## src/hw/rtl/otp_pkg.sv

```systemverilog
// Shared types, codes and CRC helpers for the one-wire touch panel master.
// Used by every module of the block; depends on nothing else.

package otp_pkg;

	// Depth of the input queue and of the result queue.
	localparam int QUEUE_DEPTH = 4;

	// Configuration port widths and register indexes.
	localparam int CFG_INDEX_W = 2;
	localparam int CFG_DATA_W  = 8;
	localparam logic [CFG_INDEX_W-1:0] CFG_RETRY_LIMIT     = 2'd0;
	localparam logic [CFG_INDEX_W-1:0] CFG_PREAMBLE_UNITS  = 2'd1;
	localparam logic [CFG_INDEX_W-1:0] CFG_START_LOW_UNITS = 2'd2;

	localparam logic [2:0] RETRY_LIMIT_RESET     = 3'd3;
	localparam logic [7:0] PREAMBLE_UNITS_RESET  = 8'd60;
	localparam logic [3:0] START_LOW_UNITS_RESET = 4'd2;

	// Operation codes of an input beat.
	localparam logic [1:0] OP_TICK  = 2'd0;
	localparam logic [1:0] OP_TOUCH = 2'd1;
	localparam logic [1:0] OP_LIGHT = 2'd2;

	// Work kinds handed from the front to the engine.
	localparam logic [1:0] KIND_TICK   = 2'd0;
	localparam logic [1:0] KIND_TOUCH  = 2'd1;
	localparam logic [1:0] KIND_LIGHT  = 2'd2;
	localparam logic [1:0] KIND_IGNORE = 2'd3;

	// Pen event codes.
	localparam logic [1:0] EV_NONE    = 2'd0;
	localparam logic [1:0] EV_PRESS   = 2'd1;
	localparam logic [1:0] EV_RELEASE = 2'd2;

	// Protocol constants.
	localparam logic [7:0]  CRC_INIT   = 8'hAC;
	localparam logic [7:0]  CRC_POLY   = 8'h07;
	localparam logic [7:0]  REQ_LIGHT  = 8'h80;
	localparam logic [7:0]  REQ_TOUCH  = 8'h40;
	localparam logic [7:0]  BRIGHT_MAX = 8'd127;
	localparam logic [11:0] POS_NONE   = 12'hFFF;
	localparam logic [5:0]  TX_BITS     = 6'd16;
	localparam logic [5:0]  RX_CRC_BITS = 6'd24;
	localparam logic [5:0]  RX_BITS     = 6'd32;

	typedef struct packed {
		logic [1:0] operation;
		logic       line_sample;
		logic [7:0] brightness;
	} in_item_t;

	typedef struct packed {
		logic        drive_enable;
		logic        drive_level;
		logic        busy_res;
		logic        done_res;
		logic        success;
		logic        pen_down;
		logic [11:0] pos_x;
		logic [11:0] pos_y;
		logic [1:0]  pen_event;
	} out_item_t;

	typedef struct packed {
		logic [1:0]  kind;
		logic        sample;
		logic [15:0] frame;
	} work_t;

	typedef struct packed {
		logic [2:0] retry_limit;
		logic [7:0] preamble_units;
		logic [3:0] start_low_units;
	} cfg_t;

	// One CRC8 step: shift, fold the dropped top bit, then fold the data bit.
	function automatic logic [7:0] crc8_step(input logic [7:0] crc, input logic data_bit);
		logic [7:0] c;
		c = {crc[6:0], 1'b0};
		if (crc[7]) c = c ^ CRC_POLY;
		if (data_bit) c = c ^ CRC_POLY;
		return c;
	endfunction

	// CRC8 of one byte, MSB first, from the initial value.
	function automatic logic [7:0] crc8_byte(input logic [7:0] data);
		logic [7:0] c;
		c = CRC_INIT;
		for (int i = 7; i >= 0; i--) begin
			c = crc8_step(c, data[i]);
		end
		return c;
	endfunction

endpackage

```

## src/hw/rtl/otp_front.sv

```systemverilog
// Front of the touch panel master: accepts input beats, classifies them
// and builds the request frame, then queues the work. Depends on otp_pkg.

module otp_front #(
	parameter int Depth = otp_pkg::QUEUE_DEPTH
) (
	input  logic              clk,
	input  logic              arst_n,
	input  logic              push,
	output logic              full,
	input  otp_pkg::in_item_t item,
	input  logic              take,
	output logic              avail,
	output otp_pkg::work_t    work
);

	localparam int PTR_W = $clog2(Depth);
	localparam int CNT_W = $clog2(Depth + 1);

	otp_pkg::work_t   slot_q [Depth];
	logic [PTR_W-1:0] wr_ptr_q;
	logic [PTR_W-1:0] rd_ptr_q;
	logic [CNT_W-1:0] count_q;
	otp_pkg::work_t   classified;
	logic [7:0]       request;
	logic [7:0]       level;
	logic             wr_en;
	logic             rd_en;

	// Classify the beat and form the 16-bit frame for a start request.
	always_comb begin
		level = (item.brightness > otp_pkg::BRIGHT_MAX) ? otp_pkg::BRIGHT_MAX
		                                                : item.brightness;
		request = otp_pkg::REQ_TOUCH;
		classified.kind = otp_pkg::KIND_IGNORE;
		unique case (item.operation)
			otp_pkg::OP_TICK: begin
				classified.kind = otp_pkg::KIND_TICK;
			end
			otp_pkg::OP_TOUCH: begin
				classified.kind = otp_pkg::KIND_TOUCH;
			end
			otp_pkg::OP_LIGHT: begin
				classified.kind = otp_pkg::KIND_LIGHT;
				request = otp_pkg::REQ_LIGHT | level;
			end
			default: begin
				classified.kind = otp_pkg::KIND_IGNORE;
			end
		endcase
		classified.sample = item.line_sample;
		classified.frame  = {request, otp_pkg::crc8_byte(request)};
	end

	assign full  = (count_q == CNT_W'(Depth));
	assign avail = (count_q != '0);
	assign wr_en = push && !full;
	assign rd_en = take && avail;
	assign work  = slot_q[rd_ptr_q];

	always_ff @(posedge clk) begin
		if (wr_en) begin
			slot_q[wr_ptr_q] <= classified;
		end
	end

	always_ff @(posedge clk or negedge arst_n) begin
		if (!arst_n) begin
			wr_ptr_q <= '0;
			rd_ptr_q <= '0;
			count_q  <= '0;
		end else begin
			if (wr_en) begin
				wr_ptr_q <= (wr_ptr_q == PTR_W'(Depth - 1)) ? '0 : wr_ptr_q + 1'b1;
			end
			if (rd_en) begin
				rd_ptr_q <= (rd_ptr_q == PTR_W'(Depth - 1)) ? '0 : rd_ptr_q + 1'b1;
			end
			if (wr_en && !rd_en) begin
				count_q <= count_q + 1'b1;
			end else if (rd_en && !wr_en) begin
				count_q <= count_q - 1'b1;
			end
		end
	end

endmodule

```

## src/hw/rtl/otp_outq.sv

```systemverilog
// Result queue of the touch panel master: holds finished result beats until
// the consumer pops them. Depends on otp_pkg.

module otp_outq #(
	parameter int Depth = otp_pkg::QUEUE_DEPTH
) (
	input  logic               clk,
	input  logic               arst_n,
	input  logic               wr_en,
	input  otp_pkg::out_item_t wr_data,
	output logic               full,
	input  logic               pop,
	output logic               empty,
	output otp_pkg::out_item_t rd_data
);

	localparam int PTR_W = $clog2(Depth);
	localparam int CNT_W = $clog2(Depth + 1);

	otp_pkg::out_item_t slot_q [Depth];
	logic [PTR_W-1:0]   wr_ptr_q;
	logic [PTR_W-1:0]   rd_ptr_q;
	logic [CNT_W-1:0]   count_q;
	logic               do_wr;
	logic               do_rd;

	assign full    = (count_q == CNT_W'(Depth));
	assign empty   = (count_q == '0);
	assign do_wr   = wr_en && !full;
	assign do_rd   = pop && !empty;
	assign rd_data = slot_q[rd_ptr_q];

	always_ff @(posedge clk) begin
		if (do_wr) begin
			slot_q[wr_ptr_q] <= wr_data;
		end
	end

	always_ff @(posedge clk or negedge arst_n) begin
		if (!arst_n) begin
			wr_ptr_q <= '0;
			rd_ptr_q <= '0;
			count_q  <= '0;
		end else begin
			if (do_wr) begin
				wr_ptr_q <= (wr_ptr_q == PTR_W'(Depth - 1)) ? '0 : wr_ptr_q + 1'b1;
			end
			if (do_rd) begin
				rd_ptr_q <= (rd_ptr_q == PTR_W'(Depth - 1)) ? '0 : rd_ptr_q + 1'b1;
			end
			if (do_wr && !do_rd) begin
				count_q <= count_q + 1'b1;
			end else if (do_rd && !do_wr) begin
				count_q <= count_q - 1'b1;
			end
		end
	end

endmodule

```

## src/hw/rtl/otp_engine.sv

```systemverilog
// Session engine of the touch panel master, built on otp_pkg: steps the wire
// protocol one work beat per cycle while results have room; forms result beats.

module otp_engine (
	input  logic               clk,
	input  logic               arst_n,
	input  otp_pkg::cfg_t      cfg,
	input  logic               avail,
	input  otp_pkg::work_t     work,
	output logic               take,
	input  logic               res_full,
	output logic               res_valid,
	output otp_pkg::out_item_t res
);

	localparam logic [2:0] PH_IDLE     = 3'd0;
	localparam logic [2:0] PH_PREAMBLE = 3'd1;
	localparam logic [2:0] PH_STARTLOW = 3'd2;
	localparam logic [2:0] PH_SEND     = 3'd3;
	localparam logic [2:0] PH_HOLD     = 3'd4;
	localparam logic [2:0] PH_RELEASE  = 3'd5;
	localparam logic [2:0] PH_RECEIVE  = 3'd6;

	logic [2:0]  phase_q,   phase_d;
	logic [7:0]  unit_q,    unit_d;
	logic [5:0]  bit_q,     bit_d;
	logic [15:0] send_q,    send_d;
	logic [31:0] recv_q,    recv_d;
	logic [7:0]  crc_q,     crc_d;
	logic [2:0]  attempt_q, attempt_d;
	logic        touch_q,   touch_d;
	logic        pend_q,    pend_d;
	logic [11:0] last_x_q,  last_x_d;
	logic [11:0] last_y_q,  last_y_d;

	logic        fire;
	logic        finish;
	logic        pass;
	logic [7:0]  unit_next;
	logic [5:0]  bit_next;
	logic [2:0]  limit;
	logic [11:0] dec_x;
	logic [11:0] dec_y;

	assign fire      = avail && !res_full;
	assign take      = fire;
	assign res_valid = fire;
	assign unit_next = unit_q + 8'd1;
	assign bit_next  = bit_q + 6'd1;
	assign limit     = (cfg.retry_limit == 3'd0) ? 3'd1 : cfg.retry_limit;

	always_comb begin
		phase_d   = phase_q;
		unit_d    = unit_q;
		bit_d     = bit_q;
		send_d    = send_q;
		recv_d    = recv_q;
		crc_d     = crc_q;
		attempt_d = attempt_q;
		touch_d   = touch_q;
		pend_d    = pend_q;
		last_x_d  = last_x_q;
		last_y_d  = last_y_q;
		finish    = 1'b0;
		res       = '0;

		unique case (work.kind) inside
			otp_pkg::KIND_TOUCH, otp_pkg::KIND_LIGHT: begin
				if (phase_q == PH_IDLE) begin
					touch_d   = (work.kind == otp_pkg::KIND_TOUCH);
					send_d    = work.frame;
					attempt_d = 3'd0;
					phase_d   = PH_PREAMBLE;
					unit_d    = 8'd0;
					bit_d     = 6'd0;
					recv_d    = 32'd0;
					crc_d     = otp_pkg::CRC_INIT;
				end
			end
			otp_pkg::KIND_TICK: begin
				unique case (phase_q)
					PH_PREAMBLE: begin
						unit_d = unit_next;
						if (unit_next >= cfg.preamble_units) begin
							phase_d = PH_STARTLOW;
							unit_d  = 8'd0;
						end
					end
					PH_STARTLOW: begin
						unit_d = unit_next;
						if (unit_next >= {4'd0, cfg.start_low_units}) begin
							phase_d = PH_SEND;
							unit_d  = 8'd0;
							bit_d   = 6'd0;
						end
					end
					PH_SEND: begin
						bit_d = bit_next;
						if (bit_next >= otp_pkg::TX_BITS) phase_d = PH_HOLD;
					end
					PH_HOLD: begin
						phase_d = PH_RELEASE;
					end
					PH_RELEASE: begin
						recv_d  = {31'd0, work.sample};
						crc_d   = otp_pkg::crc8_step(crc_q, work.sample);
						bit_d   = 6'd1;
						phase_d = PH_RECEIVE;
					end
					PH_RECEIVE: begin
						recv_d = {recv_q[30:0], work.sample};
						bit_d  = bit_next;
						// The check byte covers only the first three received bytes.
						if (bit_next <= otp_pkg::RX_CRC_BITS) begin
							crc_d = otp_pkg::crc8_step(crc_q, work.sample);
						end
						if (bit_next >= otp_pkg::RX_BITS) finish = 1'b1;
					end
					default: begin
					end
				endcase
			end
			default: begin
			end
		endcase

		pass  = (crc_q == recv_d[7:0]);
		dec_x = {recv_d[31:28], recv_d[23:16]};
		dec_y = {recv_d[27:24], recv_d[15:8]};

		if (finish) begin
			attempt_d = attempt_q + 3'd1;
			if (pass) begin
				res.done_res = 1'b1;
				res.success  = 1'b1;
				phase_d      = PH_IDLE;
				if (touch_q) begin
					res.pos_x    = dec_x;
					res.pos_y    = dec_y;
					res.pen_down = (dec_x != otp_pkg::POS_NONE) && (dec_y != otp_pkg::POS_NONE);
					if (res.pen_down) begin
						res.pen_event = otp_pkg::EV_PRESS;
						last_x_d      = dec_x;
						last_y_d      = dec_y;
						pend_d        = 1'b1;
					end else if (pend_q) begin
						res.pen_event = otp_pkg::EV_RELEASE;
						res.pos_x     = last_x_q;
						res.pos_y     = last_y_q;
						pend_d        = 1'b0;
					end
				end
			end else if (attempt_d >= limit) begin
				res.done_res = 1'b1;
				phase_d      = PH_IDLE;
			end else begin
				phase_d = PH_PREAMBLE;
				unit_d  = 8'd0;
				bit_d   = 6'd0;
				recv_d  = 32'd0;
				crc_d   = otp_pkg::CRC_INIT;
			end
		end

		res.drive_enable = 1'b1;
		res.drive_level  = 1'b1;
		unique case (phase_d) inside
			PH_STARTLOW: res.drive_level = 1'b0;
			PH_SEND:     res.drive_level = send_d[~bit_d[3:0]];
			PH_HOLD:     res.drive_level = send_d[0];
			PH_RELEASE, PH_RECEIVE: begin
				res.drive_enable = 1'b0;
				res.drive_level  = 1'b0;
			end
			default: begin
			end
		endcase
		res.busy_res = (phase_d != PH_IDLE);
	end

	always_ff @(posedge clk or negedge arst_n) begin
		if (!arst_n) begin
			phase_q   <= PH_IDLE;
			unit_q    <= '0;
			bit_q     <= '0;
			send_q    <= '0;
			recv_q    <= '0;
			crc_q     <= '0;
			attempt_q <= '0;
			touch_q   <= 1'b0;
			pend_q    <= 1'b0;
			last_x_q  <= '0;
			last_y_q  <= '0;
		end else if (fire) begin
			phase_q   <= phase_d;
			unit_q    <= unit_d;
			bit_q     <= bit_d;
			send_q    <= send_d;
			recv_q    <= recv_d;
			crc_q     <= crc_d;
			attempt_q <= attempt_d;
			touch_q   <= touch_d;
			pend_q    <= pend_d;
			last_x_q  <= last_x_d;
			last_y_q  <= last_y_d;
		end
	end

`ifndef SYNTHESIS
	a_start_enters_preamble: assert property (@(posedge clk) disable iff (!arst_n)
		fire && (phase_q == PH_IDLE) &&
		((work.kind == otp_pkg::KIND_TOUCH) || (work.kind == otp_pkg::KIND_LIGHT))
		|=> (phase_q == PH_PREAMBLE))
		else $error("start from idle did not open a preamble");

	a_done_not_busy: assert property (@(posedge clk) disable iff (!arst_n)
		fire && res.done_res |-> !res.busy_res)
		else $error("finished command still reports busy");

	a_event_needs_pass: assert property (@(posedge clk) disable iff (!arst_n)
		fire && (res.pen_event != otp_pkg::EV_NONE) |-> res.success && touch_q)
		else $error("pen event without a passed touch query");

	a_receive_count: assert property (@(posedge clk) disable iff (!arst_n)
		(phase_q == PH_RECEIVE) |-> (bit_q >= 6'd1) && (bit_q < otp_pkg::RX_BITS))
		else $error("receive bit count out of range");
`endif

endmodule

```

## src/hw/rtl/onewire_touch_panel_master.sv

```systemverilog
// Top level of the one-wire touch panel master: configuration registers,
// input front, session engine and result queue. Depends on otp_pkg,
// otp_front, otp_engine and otp_outq.

// Each input beat is one bit-time tick or one start command, and the block
// returns exactly one result beat per input beat, describing the wire drive
// and status after that beat. Throughput is one beat per clock cycle while
// the result queue has room: the session engine updates its counters, shift
// registers and running CRC for each beat it takes, so the input queue drains
// at one beat a cycle. A beat is registered in the input queue, and its
// result, formed by the engine, is registered in the result queue that
// drives the result ports. Start commands while a session sequence is busy
// are dropped and produce a plain status beat, as does the unused operation
// code. The received check byte is computed on the fly as the response bits
// arrive, so the pass or fail decision is ready at the 32nd sample.
// Configuration registers (retry limit, preamble length, start pulse length)
// are written through the cfg port, which is always ready; write them only
// while no beat is in flight. A write to an index past the register list is
// taken and has no effect.

module onewire_touch_panel_master #(
	parameter int QueueDepth = otp_pkg::QUEUE_DEPTH
) (
	input  logic                           clk,
	input  logic                           arst_n,
	input  logic                           push,
	output logic                           full,
	input  otp_pkg::in_item_t              item,
	output logic                           empty,
	input  logic                           pop,
	output otp_pkg::out_item_t             result,
	input  logic                           cfg_valid,
	output logic                           cfg_ready,
	input  logic [otp_pkg::CFG_INDEX_W-1:0] cfg_index,
	input  logic [otp_pkg::CFG_DATA_W-1:0]  cfg_data
);

	otp_pkg::cfg_t      cfg_q;
	otp_pkg::work_t     work;
	otp_pkg::out_item_t eng_res;
	logic               work_avail;
	logic               work_take;
	logic               res_valid;
	logic               res_full;

	// The configuration port never stalls.
	assign cfg_ready = 1'b1;

	always_ff @(posedge clk or negedge arst_n) begin
		if (!arst_n) begin
			cfg_q.retry_limit     <= otp_pkg::RETRY_LIMIT_RESET;
			cfg_q.preamble_units  <= otp_pkg::PREAMBLE_UNITS_RESET;
			cfg_q.start_low_units <= otp_pkg::START_LOW_UNITS_RESET;
		end else if (cfg_valid && cfg_ready) begin
			unique case (cfg_index)
				otp_pkg::CFG_RETRY_LIMIT:     cfg_q.retry_limit     <= cfg_data[2:0];
				otp_pkg::CFG_PREAMBLE_UNITS:  cfg_q.preamble_units  <= cfg_data[7:0];
				otp_pkg::CFG_START_LOW_UNITS: cfg_q.start_low_units <= cfg_data[3:0];
				default: begin
				end
			endcase
		end
	end

	// Front: takes input beats, classifies them and builds request frames.
	otp_front #(
		.Depth(QueueDepth)
	) u_front (
		.clk   (clk),
		.arst_n(arst_n),
		.push  (push),
		.full  (full),
		.item  (item),
		.take  (work_take),
		.avail (work_avail),
		.work  (work)
	);

	// Back: steps the session one beat per cycle whenever a result slot is free.
	otp_engine u_engine (
		.clk      (clk),
		.arst_n   (arst_n),
		.cfg      (cfg_q),
		.avail    (work_avail),
		.work     (work),
		.take     (work_take),
		.res_full (res_full),
		.res_valid(res_valid),
		.res      (eng_res)
	);

	// Result queue: decouples the engine from a stalling consumer.
	otp_outq #(
		.Depth(QueueDepth)
	) u_outq (
		.clk    (clk),
		.arst_n (arst_n),
		.wr_en  (res_valid),
		.wr_data(eng_res),
		.full   (res_full),
		.pop    (pop),
		.empty  (empty),
		.rd_data(result)
	);

endmodule
```

## config.mk

```make
export PLATFORM = sky130hd
export DESIGN_NAME = onewire_touch_panel_master
export DESIGN_NICKNAME = d
export VERILOG_FILES = /design/src/hw/rtl/otp_pkg.sv /design/src/hw/rtl/otp_front.sv /design/src/hw/rtl/otp_outq.sv /design/src/hw/rtl/otp_engine.sv /design/src/hw/rtl/onewire_touch_panel_master.sv
export SDC_FILE = /design/constraint.sdc
export NUM_CORES = 1
export LEC_CHECK = 0
export ABC_AREA = 1
export BUFFER_PORTS_ARGS = -buffer_cell sky130_fd_sc_hd__buf_2
export CORE_ASPECT_RATIO = 1.25
export CORE_MARGIN = 2
export CORE_UTILIZATION = 45
export DETAILED_ROUTE_END_ITERATION = 10
export GPL_TIMING_DRIVEN = 1
export PLACE_DENSITY = 0.64
export SLEW_MARGIN = 25
export SYNTH_ARGS = -nofsm -noshare
export SYNTH_HDL_FRONTEND = slang
export SYNTH_SLANG_ARGS = --single-unit
export TNS_END_PERCENT = 20
```

## constraint.sdc

```tcl
create_clock -name clk -period 4.45 [get_ports clk]
set_clock_uncertainty 0.05 [all_clocks]
set_input_delay 0.6675 -clock clk [delete_from_list [all_inputs] [get_ports clk]]
set_output_delay 0.6675 -clock clk [all_outputs]
set_load 0.02 [all_outputs]
```

# Word level (Yosys, flattened, before mapping)
# Memories as Yosys holds them, arrays and structs flattened.
# Cells that the tools add are included.
[op_classes] n_addsub=11 n_lt_le_gt_ge=8 eq_ne=26 muxes=97 bitwise=18 reduce_logical=40
[ops] operator="$mux 8" n=17
[ops] operator="$mux 32" n=4
[ops] operator="$pmux 32 s2" n=2
[ops] operator="$mux 3" n=32
[ops] operator="$pmux 8 s2" n=4
[ops] operator="$not 3->3" n=17
[ops] operator="$mux 16" n=2
[ops] operator="$mux 6" n=5
[ops] operator="$mux 29" n=1
[ops] operator="$mux 28" n=1
[ops] operator="$mux 27" n=1
[ops] operator="$mux 26" n=1
[ops] operator="$eq 3x3->1 const B" n=8
[ops] operator="$mux 24" n=1
[ops] operator="$ne 12x12->1 const B" n=2
[ops] operator="$pmux 6 s3" n=1
[ops] operator="$pmux 3 s5" n=1
[ops] operator="$eq 2x2->1 const B" n=7
[ops] operator="$mux 1" n=13
[ops] operator="$eq 3x2->1 const B" n=4
[ops] operator="$pmux 6 s2" n=1
[ops] operator="$logic_and 1x1->1" n=10
[ops] operator="$mux 2" n=5
[ops] operator="$add 3x1->3 const B" n=3
[ops] operator="other kinds (32)" n=57
[word_totals] ff_bits=131 ram_bits=204 in_bits=26 output_inout_bits=35 elab_cells=222 memories=2
[mem_list] name="u_outq.slot_q" depth=4 word_bits=32 rd=1 rd_ports_with_merged_regs=0 write_ports=1 line="otp_outq.sv:20" source="otp_pkg::out_item_t slot_q [Depth];"
[mem_list] name="u_front.slot_q" depth=4 word_bits=19 rd=1 rd_ports_with_merged_regs=0 write_ports=1 line="otp_front.sv:20" source="otp_pkg::work_t slot_q [Depth];"

# Logic depth before layout (Yosys ltp)
[logic_depth] ltp_word=32 depth_mapped=27 depth_no_buf=24

# Modules after synthesis
# From an unflattened synthesis, not the netlist that was laid out.
[unflattened] hier_cells=1735 hier_area_um2=16475.8
[by_module_without_submodules] module="otp_engine" instances=1 cells_per_inst=936 area_per_inst_um2=6799.0 seq_area_each_um2=2552.4
[by_module_without_submodules] module="otp_outq" instances=1 cells_per_inst=434 area_per_inst_um2=5496.5 seq_area_each_um2=4018.9
[by_module_without_submodules] module="otp_front" instances=1 cells_per_inst=294 area_per_inst_um2=3532.1 seq_area_each_um2=2457.4
[by_module_without_submodules] module="onewire_touch_panel_master" instances=1 cells_per_inst=71 area_per_inst_um2=648.1 seq_area_each_um2=384.1

# Worst setup path after synthesis
# OpenSTA, ideal clock, no wires.
[synth_path] path_type="register to register" start="register u_front.rd_ptr_q[0]" end="memory u_outq.slot_q[0][30] in the netlist's numbering, data pin" setup_time_ps=278 arrival_time_ps=3402 required_ps=4122 slack_ps=720 stages_incl_launch_ff=28 n_path_buf=3 period_less_slack_ps=3730 cell_sequence="dfrtp_1 -> inv_1 -> clkbuf_1 -> clkbuf_1 -> nand2_1 -> a32oi_1 -> inv_1 -> ha_1 -> inv_1 -> nand2_1 -> nand2_2 -> nand2_4 -> nand2_1 -> nand2_1 -> nand2_1 -> nand2_1 -> nand2_1 -> nor2_1 -> nand2_2 -> nand3_2 -> buf_4 -> nand2_2 -> nand2_1 -> nand3_1 -> nand3_1 -> nand3_1 -> nand3_1 -> nand3_1"
[synth_lines] item="start, declared" line="otp_front.sv:22" source="logic [PTR_W-1:0] rd_ptr_q;"
[synth_lines] item="start signal, assigned" line="otp_front.sv:77" source="rd_ptr_q <= (rd_ptr_q == PTR_W'(Depth - 1)) ? '0 : rd_ptr_q + 1'b1;"
[synth_lines] item="end, declared" line="otp_outq.sv:20"

==> impl_results.md <==
* Status: finished clean
* Number of setup violations in the final report at 0
* Count of cell types in the netlist at just under 50
* Synth warnings at 0
* EDFF count, synth at 200
* Area Overhead vs Synth at 13.0%
* Count leader, synth: nand2_1
* First drt pass iteration count at 5
* Final-layout fill cell count at roughly 3100
* Final period util at between 90% and 100%
* Starting Density at 45.7%
* Sequential cell area fraction in the yosys report at about three fifths
* First-pass GRT wire length at ~57 mm
* Drt total wl at around 34 mm
* H-tree Lvls at 2
* # port buffers at between 50 and 60
* Top cell type by total area after synthesis: edfxtp_1
* WL per Instance at approximately 16 um
* Ys flop type: edfxtp_1
* Global placer's final weighted congestion at 0.881
* Pins Over Slew Limit at 0
* Tot GR Track Use at between 10% and 20%
* Initial antenna violation count at 0
* Die Wd at around 170 um
* Ys async rst share at roughly 40%
* Die area at roughly 36000 um2
* Tmin final at between 4 and 5 ns
* Total power at about 12 mW
* Ports at 61
* Via count at about 11000
* Top-area cell type share of the netlist area at 38.2%
* FP Rows at 76
* Measured slew at the worst slew-check pin at a little over 0.8 ns
* Core area at 34400 um2
* Diode count at 0
* Mapped Area at between 15000 and 20000 um2
* Worst path required time at 4.65 ns
* Clock buffer depth at 3
* Final setup TNS at 0 ns
* Commonest cells post-synth: nand2_1, o21ai_0, edfxtp_1, inv_1, nor2_1
* Remaining Overflow, GRT at 0
* Pleak at 7.35 nW
* Top cells by area in the synthesized netlist: edfxtp_1, dfrtp_1, o21ai_0, nand2_1, inv_1
* Clock Latency Late Sink at between 0.5 and 0.6 ns
* Peak Freq at about 0.25 GHz
* # clock sinks at between 300 and 400
* Crit path DAT at approximately 4.3 ns
* Nets at approximately 1700
* Syn_area_per_cell at a little under 10 um2
* Post-DRT Antenna Nets at 0
* Pin count of the biggest net entering global routing at between 70 and 80
* TritonCTS clock tree: built
* Worst setup path class: register to register
* CP Capture Type: register
* Share of layout cells above drive strength 1 at 12.0%
* Max rail drop VDD at slightly above 300 uV
* Vias per cell at 5.26
* Cts bufs inserted at 34
* WHS at roughly 0.11 ns
* Setup Fix Bufs, Post-CTS at 0
* Slew HR at 45.7%
* Max FO, Critical Path at 28
* RSZ-0062 raised after global routing: false
* # Max-Cap Violations at 0
* Critical path launch point type: register
* Vias in the first global route at approximately 11000
* Die Ht at 213 um
* Register bit total from synthesis at 331
* Initial drt markers at about 690
* Worst-path clk slew at ~0.070 ns
* Final hold vios at 0
* Worst Hold Class: input pin to async pin
* Cell Pwr Density at 686 nW/um2
* Cells after Synth at approximately 1600
* DRC viols at 0
* Detail Placement HPWL at between 20 and 25 mm
* Synth Net Count at 1685
* Root Buffer Master: clkbuf_16
* Final Util at 51.6%
what timing repair did:
action	CTS	global route
endpoints found under the hold margin	0	0
setup endpoints to repair	0	123
gates resized for setup	0	4
hold buffers	0	0
stage by stage:
stage / worst slack (ns) / std cells / area [um2]
final: 0.390 / 2180 / 17800
after global routing: 0.00464 / 2180 / 17800
after CTS: 0.166 / 2180 / 17700
after detailed placement: 0.173 / 2118 / 16600
after global placement: 0.219 / 2118 / 16600
after floorplan: 0.720 / 1624 / 15700
sequential cells by signal (all words and copies together), names as in the netlist, 2 cells and up:
| signal | cells |
|---|---|
| u_outq.slot_q | 124 |
| u_engine.phase_q | 3 |
| cfg_q | 15 |
| u_engine.crc_q | 8 |
| u_engine.unit_q | 8 |
| u_front.rd_ptr_q | 2 |
| u_outq.count_q | 3 |
| u_engine.send_q | 16 |
| u_front.slot_q | 76 |
| u_outq.rd_ptr_q | 2 |
| u_engine.bit_q | 6 |
| u_engine.last_x_q | 12 |
| u_engine.attempt_q | 3 |
| u_outq.wr_ptr_q | 2 |
| u_front.count_q | 3 |
| u_engine.recv_q | 32 |
| u_front.wr_ptr_q | 2 |
| u_engine.last_y_q | 12 |
worst max-delay path, stage by stage (launching register included):
cell,delay (ns)
dfrtp_1,0.42
inv_1,0.11
nand2_1,0.08
a32oi_2,0.13
ha_1,0.27
inv_2,0.13
nand2_2,0.17
nor2_4,0.56
nand2_1,0.19
nand3_1,0.16
nand2_1,0.06
nand2_1,0.06
nand2_1,0.05
nor2_1,0.13
nand2_2,0.11
nand3_2,0.24
nand2_1,0.21
inv_1,0.16
nand3_1,0.10
nand3_1,0.09
nand3_1,0.07
nand3_1,0.09
nand3_1,0.12
cell usage in the layout, fill, tap and decap left out, types with 3 or more instances in the layout:
| cell | Yosys | final |
|---|---|---|
| o211ai_1 | 4 | 4 |
| clkbuf_1 | 52 | 5 |
| nor4_1 | 12 | 12 |
| nor2_1 | 169 | 164 |
| o22ai_1 | 77 | 77 |
| nor2_2 | 2 | 7 |
| clkinv_1 | 4 | 7 |
| mux2_4 | 4 | 4 |
| a21oi_1 | 46 | 46 |
| inv_1 | 187 | 186 |
| o21ai_1 | 43 | 43 |
| edfxtp_1 | 200 | 200 |
| dfstp_2 | 7 | 7 |
| clkbuf_16 | 0 | 35 |
| nor3_1 | 3 | 3 |
| mux2_2 | 3 | 3 |
| xor2_1 | 12 | 12 |
| a22o_1 | 9 | 9 |
| nand2_2 | 8 | 7 |
| xnor2_1 | 8 | 8 |
| nand3_1 | 58 | 58 |
| a22oi_1 | 31 | 31 |
| ha_1 | 33 | 33 |
| nand4_1 | 6 | 6 |
| buf_2 | 14 | 58 |
| inv_2 | 5 | 5 |
| o21ai_0 | 211 | 211 |
| clkinv_2 | 0 | 6 |
| nand3_2 | 4 | 4 |
| dfrtp_1 | 124 | 123 |
| clkbuf_8 | 0 | 7 |
| nand2_1 | 253 | 253 |
| buf_4 | 7 | 43 |
path summary, 6_finish.rpt:
path                       depth (start not counted)                            start  slack, ns                          endpoint
min                                                1                           arst_n       0.11    u_engine.send_q[7]$_DFFE_PN0P_
min in group clk                                   1                          item[8]       0.31   u_front.slot_q[0][16]$_DFFE_PP_
max reg2reg                                       22  u_front.rd_ptr_q[0]$_DFFE_PN0P_       0.39    u_outq.slot_q[2][30]$_DFFE_PP_
min reg2reg                                        2             cfg_q[2]$_DFFE_PN0P_       0.44              cfg_q[2]$_DFFE_PN0P_
max                                               22  u_front.rd_ptr_q[0]$_DFFE_PN0P_       0.39    u_outq.slot_q[2][30]$_DFFE_PP_
max in group asynchronous                          2                           arst_n       3.31  u_engine.last_y_q[3]$_DFFE_PN0P_
kinds of logic after synthesis:
| kind of cell | count (synthesis) | share of synthesized area (%) |
|---|---|---|
| other | 1 | 0.0239 |
| adders and majority gates | 35 | 2.88 |
| DFF | 331 | 59.1 |
| muxes | 7 | 0.597 |
| xor gates and xnor gates | 20 | 1.11 |
| and+or+nand+nor | 527 | 14.1 |
| AOI/OAI and AO/OA | 431 | 15.3 |
| buffers and inverters | 272 | 6.82 |
layout make-up:
type	count	area, um2	share of cell area [%]
repair buffers	102	624	3.51
flip-flops and latches	331	9290	52.3
inverters	196	739	4.16
well taps	468	586	3.30
clock buffers	47	991	5.58
clock inverters	15	140	0.789
multi-input cells	1021	5390	30.3
routing by layer:
metal  routed length (um)  part of all wire, %  up-vias  global-route usage (%)
li1                     -                    -     5711                       -
met1                15100                   44     5479                    24.7
met2                16900                   50      216                    33.6
met3                 1300                  3.8       62                    2.84
met4                  830                  2.4        0                    5.90
met5                    0                    0        -                       0
power breakdown:
group	total (mW)	switching, mW	internal, mW
Combinational	4.85	3.45	1.40
Clock	2.86	1.18	1.68
Sequential	4.48	0.264	4.22
Total	12.2	4.89	7.30
No activity file was read; power rests on OpenSTA's default activity.
